$ cat config.mk
export PLATFORM = sky130hd
export DESIGN_NAME = blt_fifo
export DESIGN_NICKNAME = d
export VERILOG_FILES = /design/src/beacon_listener_table_assert.svh /design/src/blt_fifo.sv
export SDC_FILE = /design/constraint.sdc
export NUM_CORES = 1
export LEC_CHECK = 0
export BUFFER_PORTS_ARGS = -buffer_cell sky130_fd_sc_hd__buf_2
export CORE_MARGIN = 3
export CORE_UTILIZATION = 44
export CTS_BUF_LIST = sky130_fd_sc_hd__clkbuf_16
export CTS_CLUSTER_SIZE = 20
export DETAILED_ROUTE_END_ITERATION = 10
export GPL_TIMING_DRIVEN = 0
export PLACE_DENSITY = 0.76
export SLEW_MARGIN = 20
export SYNTH_ARGS = -nofsm -noshare
export SYNTH_HDL_FRONTEND = slang
export SYNTH_SLANG_ARGS = --single-unit
$ cat constraint.sdc
create_clock -name i_clk -period 1.8 [get_ports i_clk]
set_clock_uncertainty 0.15 [all_clocks]
set_input_delay 0 -clock i_clk [delete_from_list [all_inputs] [get_ports i_clk]]
set_output_delay 0 -clock i_clk [all_outputs]
set_load 0.05 [all_outputs]
$ cat src/beacon_listener_table_assert.svh
// Assertion macros for the beacon listener table.
// No dependencies; included by the modules that assert.
`ifndef BEACON_LISTENER_TABLE_ASSERT_SVH
`define BEACON_LISTENER_TABLE_ASSERT_SVH
// Condition must never hold while out of reset.
`define BLT_ASSERT_NEVER(lbl, clk, rstn, cond, msg) \
    lbl: assert property (@(posedge clk) disable iff (!rstn) !(cond)) else $error(msg);
// Antecedent implies consequent in the same cycle.
`define BLT_ASSERT_IMPL(lbl, clk, rstn, ante, cons, msg) \
    lbl: assert property (@(posedge clk) disable iff (!rstn) (ante) |-> (cons)) else $error(msg);
`endif

$ cat src/blt_fifo.sv
// Two-entry queue used between front and back and on the result side.
// No dependencies.
module blt_fifo #(
    parameter int W = 8
) (
    input  logic         i_clk,
    input  logic         i_rst_n,
    input  logic         i_wr,
    input  logic [W-1:0] i_data,
    input  logic         i_rd,
    output logic [W-1:0] o_data,
    output logic         o_full,
    output logic         o_empty
);
    logic [W-1:0] r_mem [0:1];
    logic         r_wp, r_rp;
    logic [1:0]   r_cnt;
    logic         wr_ok, rd_ok;

    assign o_full  = (r_cnt == 2'd2);
    assign o_empty = (r_cnt == 2'd0);
    assign o_data  = r_mem[r_rp];
    assign wr_ok   = i_wr && !o_full;
    assign rd_ok   = i_rd && !o_empty;

    always_ff @(posedge i_clk) begin
        if (!i_rst_n) begin
            r_wp  <= 1'b0;
            r_rp  <= 1'b0;
            r_cnt <= 2'd0;
        end else begin
            if (wr_ok) r_wp <= !r_wp;
            if (rd_ok) r_rp <= !r_rp;
            r_cnt <= r_cnt + 2'(wr_ok) - 2'(rd_ok);
        end
    end

    always_ff @(posedge i_clk) begin
        if (wr_ok) r_mem[r_wp] <= i_data;
    end
endmodule

==> metrics.txt <==
Layout fillers between 100 and 150; minimum clock period 1728 ps; Worst-path clk slew about 60 ps; CTS Buffer Depth 2; Lkg Pwr approximately 0.50 nW; Synth-to-Final Area Change 45.61%; Reg-to-Reg Start r_cnt[0]$_SDFF_PN0_; DP Cell Count between 90 and 100; syn_area_per_cell about 16 sq um; Synth top area share between 50 and 60%; Via-to-Cell Ratio approximately 4.5; synth unique cells 17; worst-skew pair later-pin latency around 250 ps; asr flop ratio synth 0%; number of flops mapped to enable cells by yosys 16; Hold Crit Depth 2; syn nets 66; DR vias 506; Die ar. about 0.0024 sq mm; Clock Sink Count 21; worst path arrival time between 1500 and 2000 ps; Final Power between 1.5 and 2 mW; Total GRT Usage roughly an eighth; ys flop type edfxtp_1; worst setup path startpoint r_cnt[0]$_SDFF_PN0_; worst relative slew slack between 50 and 60%; CP max FO 4; grt ovf 0; Tightest Pin Transition 677.1 ps; HPWL Detailed about 840 um; first-pass GRT wire length about 2300 um; proportion of layout cells with a drive suffix above 1 between 40% and 50%; Final Hold Vio Count 0; Setup crit end kind flop; drt first pass iters 2; crit path launch type flop; setup ws final 72.18 ps; Antenna Cells 0; WL/cell around 13 um; CP required 1830 ps; H-Tree Depth 1; pre-CTS WS -45.22 ps; initial drt markers 2; fin. max-slew vios 0; R2R depth 7; IO buf count 21; # DRC 0; most numerous cell in the Yosys netlist edfxtp_1; Worst Setup Path Type reg -> reg; Routed met2 length between 700 and 800 um; number of buffers created by CTS 3; post-synthesis cell area ~810 sq um; Mapped Cells 52; top post-synthesis cells by count edfxtp_1 (16), mux2_2 (8), dfxtp_1 (5), nor2_1 (5), inv_1 (3); Ports 22; Critical Path Sink r_cnt[1]$_SDFF_PN0_; Placer Congestion just under 0.7; Vert. Die Dim roughly 49 um; Worst Hold Class in -> reg; Tcrit/Tclk final approximately 96%; nets between 100 and 150; sequential area share after synthesis between 70% and 80%; Cell Pwr Density ~1600 mW/mm^2; setup TNS 0 ps; chip width about 49 um; VDD IR-drop max approximately 1.1 mV; CTS tree yes; final setup violation count 0; flops & latches, synth 21; Root Driver clkbuf_16; worst hold slack 325.1 ps; Post-Route WL ~1400 um; uppermost routed layer met4; Post-Route M1 WL ~600 um; status complete, no violations; Synth area leader edfxtp_1; fmax 0.5788 GHz; initial antenna violation count 0; met3 wire length about 54 um; Post-Layout Cell Count between 100 and 150; Reg-to-Reg End r_cnt[1]$_SDFF_PN0_; Synthesis Warnings 0; number of routed nets with antenna violations 0; Starting Density 50.39%; largest net degree at the start of global routing 13; Synth area leaders edfxtp_1 (59%), dfxtp_1 (12%), mux2_2 (11%); max_cap viols 0; FP Rows 14; vias in the first global route 517; core footprint 0.001612 sq mm; Worst R2R Setup Slack just over 70 ps
-- cell type report --
class / instances / area, sq um / area share, %
clock buffer: 3 / 75.07 / 6.349
multi-input combinational: 27 / 245.2 / 20.74
clock inverter: 1 / 5.005 / 0.4233
inverter: 3 / 11.26 / 0.9524
sequential: 21 / 588.1 / 49.74
timing repair buffer: 33 / 222.7 / 18.84
tap: 24 / 30.03 / 2.540
buffer: 1 / 5.005 / 0.4233
-- metrics by stage --
| step | utilization (%) | area, sq um |
|---|---|---|
| 5_1_grt | 73.37 | 1182 |
| 3_3_place_gp | 58.77 | 947.2 |
| 6_report | 73.37 | 1182 |
| 2_1_floorplan | - | 812.0 |
| 3_5_place_dp | 58.77 | 947.2 |
| 4_1_cts | 71.12 | 1146 |
-- sequential cells by signal, indices dropped and copies added, names as in the netlist, named ones only --
| name | count |
|---|---|
| r_wp | 1 |
| r_cnt | 2 |
| r_rp | 1 |
| r_mem | 16 |
-- worst max-delay path, stage by stage, from the launching register on --
cell	delay [ps]
dfxtp_4	360
o21a_4	220
ha_1	260
inv_1	40
ha_2	160
xor2_1	150
and2_4	160
nor3_2	150
-- cells by family (layout without fill, tap and decap cells) --
logic type | after synthesis | in the layout | synth area share (%)
AOI/OAI and AO/OA | 1 | 1 | 1.079
xor gates and xnor gates | 2 | 2 | 2.158
adders and majority gates | 2 | 2 | 3.081
buffers and inverters | 4 | 41 | 2.002
DFF | 21 | 21 | 71.50
muxes | 9 | 9 | 12.33
and+or+nand+nor | 13 | 13 | 7.859
-- what timing repair did --
action / in CTS / in global routing
setup endpoints to repair: 1 / 1
buffers inserted: 0 / 1
hold buffers: 11 / 0
gates resized for setup: 2 / 9
endpoints found under the hold margin: 21 / 0
pin swaps: 0 / 2
-- how the worst min path moves through the flow --
stage               slack, ps  startpoint               endpoint
floorplan                 -50   i_data[0]  r_mem[0][0]$_DFFE_PP_
global placement           40   i_data[7]  r_mem[0][7]$_DFFE_PP_
detailed placement         40   i_data[7]  r_mem[0][7]$_DFFE_PP_
CTS                       320   i_data[6]  r_mem[0][6]$_DFFE_PP_
global route              330   i_data[5]  r_mem[0][5]$_DFFE_PP_
finish                    330   i_data[6]  r_mem[0][6]$_DFFE_PP_
-- routing by layer --
layer  vias to the layer above  track usage (%)
met5                         -                0
met4                         0            8.531
met3                         2            2.752
met2                        15            24.43
met1                       232            13.52
li1                        257                -
-- cells in the final DEF (no fill, tap or decap) --
cell type,instances
ha_2,1
and3_1,1
xor2_1,1
nand2_1,1
o21a_4,1
nand2_4,1
mux2i_1,1
and2_4,1
clkbuf_16,3
ha_1,1
xnor2_1,1
buf_4,1
dfxtp_4,2
inv_1,3
dfxtp_1,3
and2_1,1
nor3_2,1
dlygate4sd3_1,11
nand2b_1,1
clkinv_2,1
mux2_2,8
nand2b_4,1
buf_2,22
edfxtp_1,16
nor2_1,5
-- power by group --
part,total (mW),switching (mW),leakage (nW),internal [mW]
registers,0.701,0.0545,0.192,0.647
logic,0.782,0.516,0.262,0.266
clock network,0.460,0.162,0.0409,0.298
(Power assumes the default switching activity.)
