## src/beacon_listener_table_assert.svh

```systemverilog
// Assertion macros for the beacon listener table.
// No dependencies; included by the modules that assert.
`ifndef BEACON_LISTENER_TABLE_ASSERT_SVH
`define BEACON_LISTENER_TABLE_ASSERT_SVH
// Condition must never hold while out of reset.
`define BLT_ASSERT_NEVER(lbl, clk, rstn, cond, msg) \
    lbl: assert property (@(posedge clk) disable iff (!rstn) !(cond)) else $error(msg);
// Antecedent implies consequent in the same cycle.
`define BLT_ASSERT_IMPL(lbl, clk, rstn, ante, cons, msg) \
    lbl: assert property (@(posedge clk) disable iff (!rstn) (ante) |-> (cons)) else $error(msg);
`endif

```

## src/blt_pkg.sv

```systemverilog
// Shared types and constants for the beacon listener table.
// No dependencies.
package blt_pkg;
    localparam int DEF_MAX_ENTRIES      = 16;
    localparam int DEF_MAX_NAME_LEN     = 63;
    localparam int DEF_MAX_PACKET_BYTES = 256;
    localparam int HDR_BYTES            = 13;
    localparam logic [20:0] AGE_MAX     = 21'h1FFFFF;
    localparam logic [19:0] TIMEOUT_RST = 20'd10000;

    localparam logic       CFG_PROTOCOL = 1'b0;
    localparam logic       CFG_TIMEOUT  = 1'b1;

    localparam logic [1:0] KIND_VERDICT = 2'd0;
    localparam logic [1:0] KIND_EVICT   = 2'd1;
    localparam logic [1:0] KIND_TICK    = 2'd2;

    localparam logic [2:0] V_ADDED   = 3'd0;
    localparam logic [2:0] V_REFRESH = 3'd1;
    localparam logic [2:0] V_SHORT   = 3'd2;
    localparam logic [2:0] V_NONZERO = 3'd3;
    localparam logic [2:0] V_PROTO   = 3'd4;
    localparam logic [2:0] V_LONG    = 3'd5;
    localparam logic [2:0] V_OVERRUN = 3'd6;
    localparam logic [2:0] V_FULL    = 3'd7;

    typedef struct packed {
        logic        is_tick;
        logic [15:0] tick_ms;
        logic [31:0] ip;
        logic [15:0] port;
        logic        ok;
        logic [2:0]  verdict;
        logic [7:0]  eff;
    } t_job;

    typedef struct packed {
        logic [1:0]  kind;
        logic [2:0]  verdict;
        logic [3:0]  slot;
        logic [31:0] ip;
        logic [15:0] port;
        logic        last;
    } t_result;
endpackage

```

## src/blt_front.sv

```systemverilog
// Front end: assembles packet bytes, checks the header, holds the incoming name.
// Depends on blt_pkg.
module blt_front #(
    parameter int MAX_NAME_LEN     = 63,
    parameter int MAX_PACKET_BYTES = 256,
    parameter int NAW = (MAX_NAME_LEN > 1) ? $clog2(MAX_NAME_LEN) : 1
) (
    input  logic            i_clk,
    input  logic            i_rst_n,
    input  logic            push,
    output logic            full,
    input  logic            i_req_type,
    input  logic [31:0]     i_sender_ip,
    input  logic [7:0]      i_data_byte,
    input  logic            i_last_byte,
    input  logic [15:0]     i_tick_ms,
    input  logic [31:0]     i_protocol_id,
    output blt_pkg::t_job   o_job,
    output logic            o_job_wr,
    input  logic            i_job_full,
    input  logic            i_name_free,
    input  logic [NAW-1:0]  i_name_addr,
    output logic [7:0]      o_name_data
);
    import blt_pkg::*;
    localparam int CW = $clog2(MAX_PACKET_BYTES + 1);

    logic [7:0]    r_name_mem [0:MAX_NAME_LEN-1];
    logic [CW-1:0] r_cnt, n_cnt;
    logic [7:0]    r_hdr [0:HDR_BYTES-1];
    logic [7:0]    n_hdr [0:HDR_BYTES-1];
    logic          r_fz_found, n_fz_found;
    logic [7:0]    r_fz, n_fz;
    logic          r_hold;
    logic          acc, acc_byte, store, in_hdr, name_wr;
    logic [CW-1:0] name_idx;
    logic [31:0]   word0, word1;
    logic [7:0]    len;
    logic [10:0]   need;
    t_job          job;

    assign full     = i_job_full || r_hold;
    assign acc      = push && !full;
    assign acc_byte = acc && !i_req_type;
    assign store    = r_cnt < CW'(MAX_PACKET_BYTES);
    assign in_hdr   = r_cnt < CW'(HDR_BYTES);
    assign name_idx = r_cnt - CW'(HDR_BYTES);
    assign name_wr  = store && !in_hdr && (name_idx < CW'(MAX_NAME_LEN));

    always_comb begin
        n_hdr = r_hdr;
        if (store && in_hdr) n_hdr[r_cnt[3:0]] = i_data_byte;
        n_cnt      = r_cnt + CW'(store);
        n_fz_found = r_fz_found || (name_wr && i_data_byte == 8'd0);
        n_fz       = (!r_fz_found && name_wr && i_data_byte == 8'd0) ? 8'(name_idx) : r_fz;
    end

    assign word0 = {n_hdr[0], n_hdr[1], n_hdr[2], n_hdr[3]};
    assign word1 = {n_hdr[4], n_hdr[5], n_hdr[6], n_hdr[7]};
    assign len   = n_hdr[12];
    assign need  = {3'b0, len} + 11'(HDR_BYTES);

    always_comb begin
        job         = '0;
        job.is_tick = i_req_type;
        job.tick_ms = i_tick_ms;
        job.ip      = i_sender_ip;
        job.port    = {n_hdr[10], n_hdr[11]};
        job.eff     = (n_fz_found && n_fz < len) ? n_fz : len;
        job.ok      = 1'b0;
        priority if (n_cnt < CW'(HDR_BYTES)) job.verdict = V_SHORT;
        else if (word0 != 32'd0)             job.verdict = V_NONZERO;
        else if (word1 != i_protocol_id)     job.verdict = V_PROTO;
        else if (len > 8'(MAX_NAME_LEN))     job.verdict = V_LONG;
        else if (need > 11'(n_cnt))          job.verdict = V_OVERRUN;
        else begin
            job.verdict = V_ADDED;
            job.ok      = 1'b1;
        end
    end

    assign o_job    = job;
    assign o_job_wr = acc && (i_req_type || i_last_byte);

    always_ff @(posedge i_clk) begin
        if (!i_rst_n) begin
            r_cnt      <= '0;
            r_fz_found <= 1'b0;
            r_fz       <= '0;
            r_hold     <= 1'b0;
            for (int k = 0; k < HDR_BYTES; k++) r_hdr[k] <= '0;
        end else begin
            if (i_name_free) r_hold <= 1'b0;
            if (acc_byte) begin
                if (i_last_byte) begin
                    // packet done: restart assembly, hold bytes while the name is in use
                    r_cnt      <= '0;
                    r_fz_found <= 1'b0;
                    for (int k = 0; k < HDR_BYTES; k++) r_hdr[k] <= '0;
                    if (job.ok) r_hold <= 1'b1;
                end else begin
                    r_cnt      <= n_cnt;
                    r_fz_found <= n_fz_found;
                    r_fz       <= n_fz;
                    r_hdr      <= n_hdr;
                end
            end
        end
    end

    always_ff @(posedge i_clk) begin
        if (acc_byte && name_wr) r_name_mem[NAW'(name_idx)] <= i_data_byte;
        o_name_data <= r_name_mem[i_name_addr];
    end
endmodule

```

## config.mk

```make
export PLATFORM = sky130hd
export DESIGN_NAME = blt_front
export DESIGN_NICKNAME = d
export VERILOG_FILES = /design/src/beacon_listener_table_assert.svh /design/src/blt_pkg.sv /design/src/blt_front.sv
export SDC_FILE = /design/constraint.sdc
export NUM_CORES = 1
export LEC_CHECK = 0
export BUFFER_PORTS_ARGS = -buffer_cell sky130_fd_sc_hd__buf_2
export CAP_MARGIN = 0
export CORE_MARGIN = 3
export CORE_UTILIZATION = 50
export DETAILED_ROUTE_END_ITERATION = 7
export PLACE_DENSITY = 0.68
export SLEW_MARGIN = 20
export SYNTH_ARGS = -nofsm -noshare
export SYNTH_HDL_FRONTEND = slang
export SYNTH_SLANG_ARGS = --single-unit
```

## constraint.sdc

```tcl
create_clock -name i_clk -period 10.5 [get_ports i_clk]
set_input_delay 1.575 -clock i_clk [delete_from_list [all_inputs] [get_ports i_clk]]
set_output_delay 1.575 -clock i_clk [all_outputs]
set_load 0.005 [all_outputs]
```

==> run metrics, run 1 <==
status complete, no violations; syn_nets 1875; Worst EP arrival 5.87 ns; Primary FF master, synth edfxtp_1; final core utilization 56.2%; final wirelength 65.9 mm; hold endpoint r_fz[3]; number of enable flip-flop cells after synthesis 504; unrepaired setup endpoints after global routing no; CTS Hold Bufs 0; CP most frequent cell o21ai_0; reg-to-reg critical path endpoint r_hold; CP cell instances buf_4 -> nor4_1 -> nand2_1 -> nor2_1 -> nand4_1 -> o21ai_0 -> ha_1 -> a21oi_1 -> nor2b_1 -> o21ai_0 -> o211ai_1 -> nand2b_1 -> mux2_2 -> buf_2; Die Width between 200 and 250 um; PwrDens approximately 170 nW/um^2; share of cells above drive strength 1 21.9%; r2r worst-path depth 16; count leader, synth edfxtp_1; htree depth 2; die area 56800 um^2; Clock Tree Root clkbuf_16; I/O Buffers about 90; crit end category output port; worst setup path class in2out; Min-Delay Path Class reg2reg; max-capacitance violation count 0; Rows 84; hold depth 2; Num CTS Buffers 61; Async S/R FF share, synth 0%; area of the multi-input gates about 8600 um^2; Overflow after GRT 0; cell count after synthesis between 1.5k and 2k; P_leak 9.67 nW; Placer Congestion 0.907; Clock Pin Slew Worst Setup and Hold Paths 0.06 ns; hpwl dp between 40 and 50 mm; reg-to-reg slack, setup roughly 5.5 ns; top cells by area, synth edfxtp_1 (56%), mux4_2 (13%), dfxtp_1 (8.5%); worst slew pin tran roughly 1.2 ns; Layout area overhead 10.4%; DRC Markers 0; routed length per instance 26.2 um; Synth warnings 0; min-delay src r_fz[3]; setup tns final 0 ns; DR vias 15.7k; vias in the first global route 15.9k; WHS 0.473 ns; Initial Util between 50% and 60%; Boundary Pins between 150 and 200; flops & latches, synth roughly 620; Final min period between 7 and 8 ns; Yosys cell types 75; CP max stage delay 0.89 ns; crit-path max FO 83; clock latency on the worst-skew pair 0.64 ns; Longest Clk Path Bufs 3; Cell Area, Synth between 20000 and 30000 um^2; die height between 200 and 250 um; Tcrit/Tclk final 70.9%; Post-CTS Resized 0; Power Total 5.14 mW; CTS tree built; TritonCTS Sinks approximately 620; Seq/Total Area, Yosys about 65%; CP Launch Point i_data_byte[3]; Relative slew margins around 21%; fmax 0.134 GHz; drt pass-1 iters 6; first-pass GRT wire length roughly 99 mm; Worst EP required between 8 and 9 ns; largest net degree at the start of global routing 109; initial antenna violation count 1; top-area cell type share of the netlist area 56.1%; most frequent cells after synthesis edfxtp_1 (504), mux4_2 (160), dfxtp_1 (115), nor2_1 (107), nor2b_1 (98); area of the core 53000 um^2; CP max stage cell nor4_1; setup violators final 0; leading area contributor after synthesis edfxtp_1; Post-Route Skew 0.0352 ns; final hold vios 0; Final Max Slew Viols 0; Fillers 4174; Startpoint Class input port; Total Routing Usage GR 23.2%; drt initial violations 1610; drt via density between 6 and 7; largest vdd supply drop 0.154 mV; Synth Area per Inst 15.4 um^2; ANT nets after route 0; register area ~17000 um^2; postcts setup bufs 0; final net count 1900; reg-to-reg startpoint r_cnt[0]
[layer usage]
layer	routed length [um]	track usage, %
met1	26400	31.4
met2	32600	38.7
met3	5230	5.13
met4	1610	5.88
met5	13	0
[power by group]
| group | total [mW] | switching [mW] | internal (mW) | leakage (nW) |
|---|---|---|---|---|
| clock network | 2.22 | 0.943 | 1.28 | 1.02 |
| logic | 0.255 | 0.154 | 0.101 | 3.19 |
| registers | 2.66 | 0.00275 | 2.65 | 5.46 |
[metrics by stage]
stage / cell area, um^2 / cells / setup slack [ns]
after floorplan: 27000 / 1750 / 4.73
after global placement: 27700 / 2400 / 3.23
after detailed placement: 27700 / 2400 / 3.08
after CTS: 29800 / 2514 / 3.07
after global routing: 29800 / 2514 / 2.57
final: 29800 / 2515 / 3.05
[cell usage in the layout, fill, tap and decap left out, types with 5 or more instances in the layout]
cell type / count
a21oi_1: 27
a22oi_1: 88
a31oi_1: 6
and2_1: 22
and4_1: 5
buf_2: 85
buf_4: 26
bufinv_16: 8
clkbuf_1: 5
clkbuf_16: 62
clkinv_1: 11
clkinv_2: 22
dfxtp_1: 115
edfxtp_1: 504
ha_1: 24
inv_1: 43
mux2_2: 10
mux2i_1: 18
mux4_2: 160
nand2_1: 86
nand2b_1: 13
nand3_1: 23
nand4_1: 21
nor2_1: 105
nor2b_1: 98
nor3_1: 13
nor4_1: 15
o2111ai_1: 8
o211ai_1: 6
o21ai_0: 47
o22ai_1: 7
o31ai_1: 11
or3_1: 5
xnor2_1: 15
xor2_1: 16
[critical path, delay by kind of cell]
family | cells | cell delay, ns
simple gates | 6 | 2.11
compound gates | 4 | 1.00
buf+inv | 2 | 0.49
mux | 1 | 0.34
fa+ha+maj | 1 | 0.31
[layout make-up]
type	instances	share of cell area, %
Sequential cell	619	58.5
Multi-Input combinational cell	937	28.9
Clock buffer	67	5.27
Tap cell	688	2.89
Timing Repair Buffer	112	2.13
Clock inverter	47	1.65
Inverter	44	0.555
Antenna cell	1	0.00840
[how the worst max path moves through the flow]
| stage | to | cells after the start |
|---|---|---|
| floorplan | o_job[1] | 15 |
| global placement | o_job[1] | 14 |
| detailed placement | o_job[1] | 14 |
| CTS | o_job[1] | 14 |
| global route | o_job[1] | 14 |
| finish | o_job[1] | 14 |
[registers in the layout, indices dropped and copies added, names as in the netlist]
register,count
r_cnt,9
r_name_mem,504
r_fz,8
o_name_data,8
r_hold,1
r_fz_found,1
r_hdr,88
[cells by family (layout without fill, tap and decap cells)]
| kind of cell | after synthesis | in the layout | synth area share, % |
|---|---|---|---|
| AO/OA/AOI/OAI | 267 | 267 | 7.05 |
| XOR/XNOR | 31 | 31 | 1.01 |
| adder cells (fa/ha/maj) | 24 | 24 | 1.11 |
| buffers and inverters | 194 | 270 | 3.48 |
| flip-flops | 619 | 619 | 64.6 |
| multiplexers | 188 | 188 | 14.4 |
| other | 0 | 1 | 0 |
| AND/OR/NAND/NOR | 427 | 427 | 8.26 |
Note: power is estimated with default switching activity, not from simulation.
==> run 2, diff against run 1 <==
--- a/config.mk
+++ b/config.mk
@@ -5,12 +5,13 @@
 export SDC_FILE = /design/constraint.sdc
 export NUM_CORES = 1
 export LEC_CHECK = 0
+export ABC_AREA = 1
 export BUFFER_PORTS_ARGS = -buffer_cell sky130_fd_sc_hd__buf_2
 export CAP_MARGIN = 0
 export CORE_MARGIN = 3
 export CORE_UTILIZATION = 50
 export DETAILED_ROUTE_END_ITERATION = 7
-export PLACE_DENSITY = 0.68
+export PLACE_DENSITY = 0.7
 export SLEW_MARGIN = 20
 export SYNTH_ARGS = -nofsm -noshare
 export SYNTH_HDL_FRONTEND = slang
==> constraint.sdc (replaced) <==
create_clock -name i_clk -period 6.6 [get_ports i_clk]
set_input_delay 0.99 -clock i_clk [delete_from_list [all_inputs] [get_ports i_clk]]
set_output_delay 0.99 -clock i_clk [all_outputs]
set_load 0.005 [all_outputs]
==> run 2 against run 1 <==
Clock-buffer cell count grew 29. Synthesized area grew 4.6%. Critical path depth grew 6. First-iteration DRC count grew 49%. Critical endpoint is now o_job[11]. Hold slack lost 0.010 ns. Utilization shrank 0.46 points. Sequential cell count is the same. Total power grew 62%. Routed wire length grew 13%.
==> run metrics, run 2 <==
status complete, no violations; initial antenna violation count 1; drt via density between 5 and 6; Final min period 6.17 ns; fmax 0.162 GHz; Synth warnings 0; Sw Share 22.0%; crit-path max FO 15; I/O Buffers 91; Logic pwr share 5.5%; max-capacitance violation count 0; postcts setup bufs 0; Fillers ~4.6k; Die Width 244 um; Cell Area, Synth 28200 um^2; TritonCTS Sinks 619; vias in the first global route 20.0k; Placer Congestion between 0.9 and 1; drt pass-1 iters 6; commonest non-fill, non-tap cell in the layout nand2_1; htree depth 3; Final Instance Area 30900 um^2; clock share of power 43.8%; reg-to-reg slack, setup 1.99 ns; CP max stage cell o21ai_1; clock latency on the worst-skew pair 0.60 ns; Tcrit/Tclk final just over 90%; unrepaired setup endpoints after global routing no; ANT nets after route 0; Startpoint Class flip-flop; largest net degree at the start of global routing 157; DRC Markers 0; leading area contributor after synthesis edfxtp_1; area of the core roughly 55000 um^2; area of the multi-input gates 8890 um^2; min-delay src r_fz[6]; die height 244 um; P_leak 11.5 nW; largest vdd supply drop 0.172 mV; Post-Route Skew 0.0226 ns; final net count 3000; PwrDens 270 nW/um^2; Top Registers r_name_mem (504), r_hdr (88), r_cnt (9); Clock Pin Slew Worst Setup and Hold Paths 0.06 ns; Worst EP arrival 5.18 ns; max reg flops a little over 500; crit path to o_job[11]; CP max stage delay 0.69 ns; Clock Tree Root clkbuf_16; count leader, synth nand2_1; Placed Instance Area roughly 29000 um^2; top-area cell type share of the netlist area 53.6%; first-pass GRT wire length 114 mm; CTS Hold Bufs 0; worst setup path class reg2out; Seq/Total Area, Yosys 61.8%; Synth Area per Inst 9.70 um^2; routed length per instance 20.2 um; setup violators final 0; Layout area overhead 9.50%; number of enable flip-flop cells after synthesis 504; flops & latches, synth 619; final wirelength roughly 74 mm; Longest Clk Path Bufs 3; CTS tree built; Initial Util 50.9%; hpwl dp 43.6 mm; r2r worst-path depth 19; reg-to-reg critical path endpoint r_hold; share of cells above drive strength 1 9.81%; switching power total 1.83 mW; Reg with most FFs r_name_mem; reg-to-reg startpoint r_cnt[0]; commonest cells after routing, fill and taps aside nand2_1 (556), edfxtp_1 (504), nor2_1 (411); cell count after synthesis 2909; Worst EP required 5.61 ns; internal power 6.51 mW; DR vias 21.4k; final hold vios 0; crit end category output port; Relative slew margins 23.4%; worst slew pin tran ~1.1 ns; Overflow after GRT 0; register area 17400 um^2; Num CTS Buffers 66; Boundary Pins 188; syn_nets 3034; Async S/R FF share, synth 0%; Total Routing Usage GR 24.4%; drt initial violations between 2k and 2.5k; top cells by area, synth edfxtp_1 (54%), dfxtp_1 (8.2%), nand2_1 (7.4%); Sequential Power Share 50.7%; Yosys cell types 52; CP cell instances inv_4 -> ha_1 -> nand3_1 -> o21ai_1 -> ha_1 -> inv_1 -> xor2_1 -> ha_1 -> nand2_1 -> nor2_1 -> a211oi_1 -> o21ai_0 -> nand2_1 -> a21oi_1 -> o21ai_0 -> inv_1 -> nor2_1 -> nand2_1 -> nor3_2 -> buf_2; Primary FF master, synth edfxtp_1; setup tns final 0 ns; Post-CTS Resized 0; CP Launch Point r_cnt[0]; die area 59300 um^2; most frequent cells after synthesis nand2_1 (556), edfxtp_1 (504), nor2_1 (412), o21ai_0 (356), inv_1 (190); Final Max Slew Viols 0; Min-Delay Path Class reg2reg; Rows 86
==> run 2: final cells by class <==
cell class	count	area share [%]
antenna	1	0.00810
sequential	619	56.4
tap	748	3.03
multi-input combinational	1863	28.8
timing repair buffer	117	2.30
clock buffer	96	6.18
clock inverter	24	0.713
inverter	208	2.56
==> run 2: power groups by stage <==
stage               Sequential [mW]  Clock (mW)  Combinational [mW]
floorplan                      4.31           0               0.275
global placement               4.31           0               0.445
detailed placement             4.31           0               0.455
CTS                            4.23        3.70               0.457
global route                   4.23        3.85               0.503
finish                         4.23        3.65               0.463
==> run 2: layer usage <==
metal	part of all wire (%)	GRT usage, %
met5	0	0
met2	48	39.6
met4	3.1	8.82
met1	41	33.4
met3	8.3	3.91
==> run 2: cells by family (layout without fill, tap and decap cells) <==
group                      Yosys count  in the layout  share of synthesized area (%)
muxes                                5              5                          0.177
adders and majority gates           24             24                           1.06
xor gates and xnor gates            18             18                          0.559
buffers and inverters              427            445                           6.74
and+or+nand+nor                   1100           1100                           15.7
AOI/OAI and AO/OA                  716            716                           13.9
DFF                                619            619                           61.8
other                                0              1                              0
==> run 2: stage by stage <==
| step | hold WS [ns] | power [mW] | utilization (%) | setup slack [ns] | instances |
|---|---|---|---|---|---|
| 6_report | 0.463 | 8.34 | 55.8 | 0.427 | 3676 |
| 5_1_grt | 0.479 | 8.58 | 55.8 | 0.0304 | 3675 |
| 4_1_cts | 0.462 | 8.39 | 55.8 | 0.506 | 3675 |
| 3_5_place_dp | 0.451 | 4.77 | 51.9 | 1.16 | 3555 |
| 3_3_place_gp | 0.451 | 4.76 | 51.9 | 1.28 | 3555 |
| 2_1_floorplan | 0.428 | 4.59 | - | 2.17 | 2909 |
==> run 2: worst min-delay path by stage <==
| stage | to | slack [ns] | cells after the start |
|---|---|---|---|
| after floorplan | r_fz[6] | 0.43 | 2 |
| after global placement | r_hdr[67] | 0.45 | 2 |
| after detailed placement | r_fz[6] | 0.45 | 2 |
| after CTS | r_fz[6] | 0.46 | 2 |
| after global routing | r_hdr[88] | 0.48 | 2 |
| final | r_fz[6] | 0.46 | 2 |
==> run 2: worst max-delay path: cells and delay by family (launching register included) <==
family,cells,cell delay (ns)
AOI/OAI and AO/OA,5,1.47
and+or+nand+nor,7,1.08
adders and majority gates,3,0.98
buffers and inverters,4,0.45
DFF,1,0.44
xor gates and xnor gates,1,0.17
==> run 3, diff against run 2 <==
--- a/config.mk
+++ b/config.mk
@@ -12,6 +12,8 @@
 export CORE_UTILIZATION = 50
 export DETAILED_ROUTE_END_ITERATION = 7
 export PLACE_DENSITY = 0.7
+export RECOVER_POWER = 100
+export REMOVE_ABC_BUFFERS = 1
 export SLEW_MARGIN = 20
 export SYNTH_ARGS = -nofsm -noshare
 export SYNTH_HDL_FRONTEND = slang
==> run 3 against run 2 <==
Via count is 0.85% higher. Hold slack hardly changed. Largest cell class unchanged. Critical path type is now in2out. Highest routed layer is now met5. The run now ends with max-capacitance violations, max-slew violations left. Sequential share of layout area is 0.25 points higher.
==> run metrics, run 3 (synthesis results as in run 2) <==
Finished Layout Cells roughly 3.7k; hpwl dp 46.0 mm; final core utilization approximately 56%; Top Family by Delay on Critical Path buffers and inverters; commonest cells after routing, fill and taps aside nand2_1 (558), edfxtp_1 (504), nor2_1 (411); Worst Path Buf+Inv 4; drt via density slightly below 6; drt pass-1 iters 5; DR vias 21.5k; internal power 6.46 mW; CP max stage delay 1.79 ns; Reg with most FFs r_name_mem; die area 59300 um^2; Placer Congestion 0.870; min-delay src r_hdr[11]; reg-to-reg slack, setup 1.18 ns; worst slew pin tran 3.95 ns; area of the core 55400 um^2; crit end category output port; first-pass GRT wire length 118 mm; Rows 86; Sequential Power Share 50.8%; DRC Markers 0; Logic pwr share 5.6%; WHS 0.464 ns; Clock Tree Root clkbuf_16; crit-path max FO 46; clock latency on the worst-skew pair about 0.60 ns; Sw Share approximately 22%; unrepaired setup endpoints after global routing no; status finished with violations; P_leak 11.3 nW; TritonCTS Sinks 619; reg-to-reg startpoint r_hold; largest vdd supply drop 0.177 mV; postcts setup bufs 0; Final Max Slew Viols 437; Power Total ~8.3 mW; Final Instance Area 30800 um^2; final net count 3004; PwrDens 271 nW/um^2; final setup margin around 0.43 ns; Post-CTS Resized 0; CP max stage cell clkbuf_1; Die Width 244 um; Num CTS Buffers 67; worst setup path class in2out; switching power total 1.86 mW; Post-Route Skew 0.0224 ns; Final min period 6.17 ns; Clock Pin Slew Worst Setup and Hold Paths approximately 0.05 ns; reg-to-reg critical path endpoint r_fz[4]; Worst EP arrival 5.18 ns; final hold vios 0; DP Worst Slack 1.06 ns; share of cells above drive strength 1 8.75%; Inst Count DP approximately 3.6k; htree depth 3; Initial Util 50.9%; Layout area overhead 9.02%; CTS tree built; I/O Buffers 91; Total Routing Usage GR 25.7%; CP cell instances clkbuf_1 -> clkbuf_1 -> buf_4 -> o21ai_0 -> nand2_1 -> nand2_1 -> nand2_1 -> nand2_1 -> nor2_1 -> nand2_1 -> nor2_1 -> nand2_1 -> nor2_2 -> nand2_1 -> nor3_2 -> buf_2; Top Registers r_name_mem (504), r_hdr (88), r_cnt (9); initial antenna violation count 1; Longest Clk Path Bufs 3; max reg flops 504; Tcrit/Tclk final 93.6%; max-capacitance violation count 8; fmax 0.162 GHz; failing checks max-capacitance violations, max-slew violations; largest net degree at the start of global routing 101; Relative slew margins -163%; CTS Hold Bufs 0; Min-Delay Path Class reg2reg; Startpoint Class input port; CP most frequent cell nand2_1; final wirelength between 70 and 80 mm; Fillers 4785; routed length per instance between 20 and 25 um; Worst EP required around 5.6 ns; hold endpoint r_hdr[11]; hold depth 2; clock share of power 43.6%; ANT nets after route 0; setup tns final 0 ns; drt initial violations 2400; Overflow after GRT 0; die height 244 um; Placed Instance Area 28800 um^2; setup violators final 0; r2r worst-path depth 10; vias in the first global route 20.7k; Boundary Pins about 190; commonest non-fill, non-tap cell in the layout nand2_1
==> run 3: cell types whose count changed in the layout (fill, tap and decap cells not counted), sizes merged <==
cell	change
buf	-30
bufinv	+1
clkbuf	+16
clkinv	+12
clkinvlp	-1
inv	+2
==> run 3: cell type report <==
cell class                      instances  area [um^2]  area share [%]
Antenna cell                            1         2.50         0.00813
Clock buffer                           79         1780            5.80
Clock inverter                         38          315            1.02
Inverter                              208          783            2.55
Multi-Input combinational cell       1863         8870            28.8
Sequential cell                       619        17400            56.7
Tap cell                              748          936            3.04
Timing Repair Buffer                  120          639            2.08
==> run 3: worst min-delay path: stages, from the launching register on <==
cell	delay, ns
dfxtp_1	0.30
nand2_1	0.06
a21oi_1	0.05
==> run 3: worst max-delay path by stage <==
stage | startpoint | to | slack, ns | cells past startpoint
2_1_floorplan | i_job_full | r_cnt[5] | 0.06 | 8
3_3_place_gp | i_data_byte[2] | o_job[2] | 1.28 | 14
3_5_place_dp | i_data_byte[2] | o_job[5] | 1.06 | 14
4_1_cts | r_cnt[0] | o_job[11] | 0.80 | 20
5_1_grt | r_cnt[0] | o_job[11] | 0.12 | 23
6_report | i_data_byte[1] | o_job[11] | 0.43 | 16
==> run 3: metal layers <==
metal | up-vias | share of wire, % | track usage, %
met5 | - | 0.12 | 1.23
met4 | 4 | 4.0 | 10.3
met3 | 194 | 9.0 | 6.00
met2 | 1045 | 47 | 41.5
met1 | 10396 | 40 | 33.5
li1 | 9901 | - | -
==> run 3: power by group through the flow <==
stage	Combinational (mW)	Clock, mW	Sequential, mW
6_report	0.467	3.63	4.23
5_1_grt	0.509	3.82	4.23
4_1_cts	0.463	3.67	4.23
3_5_place_dp	0.460	0	4.31
3_3_place_gp	0.450	0	4.31
2_1_floorplan	0.210	0	4.31
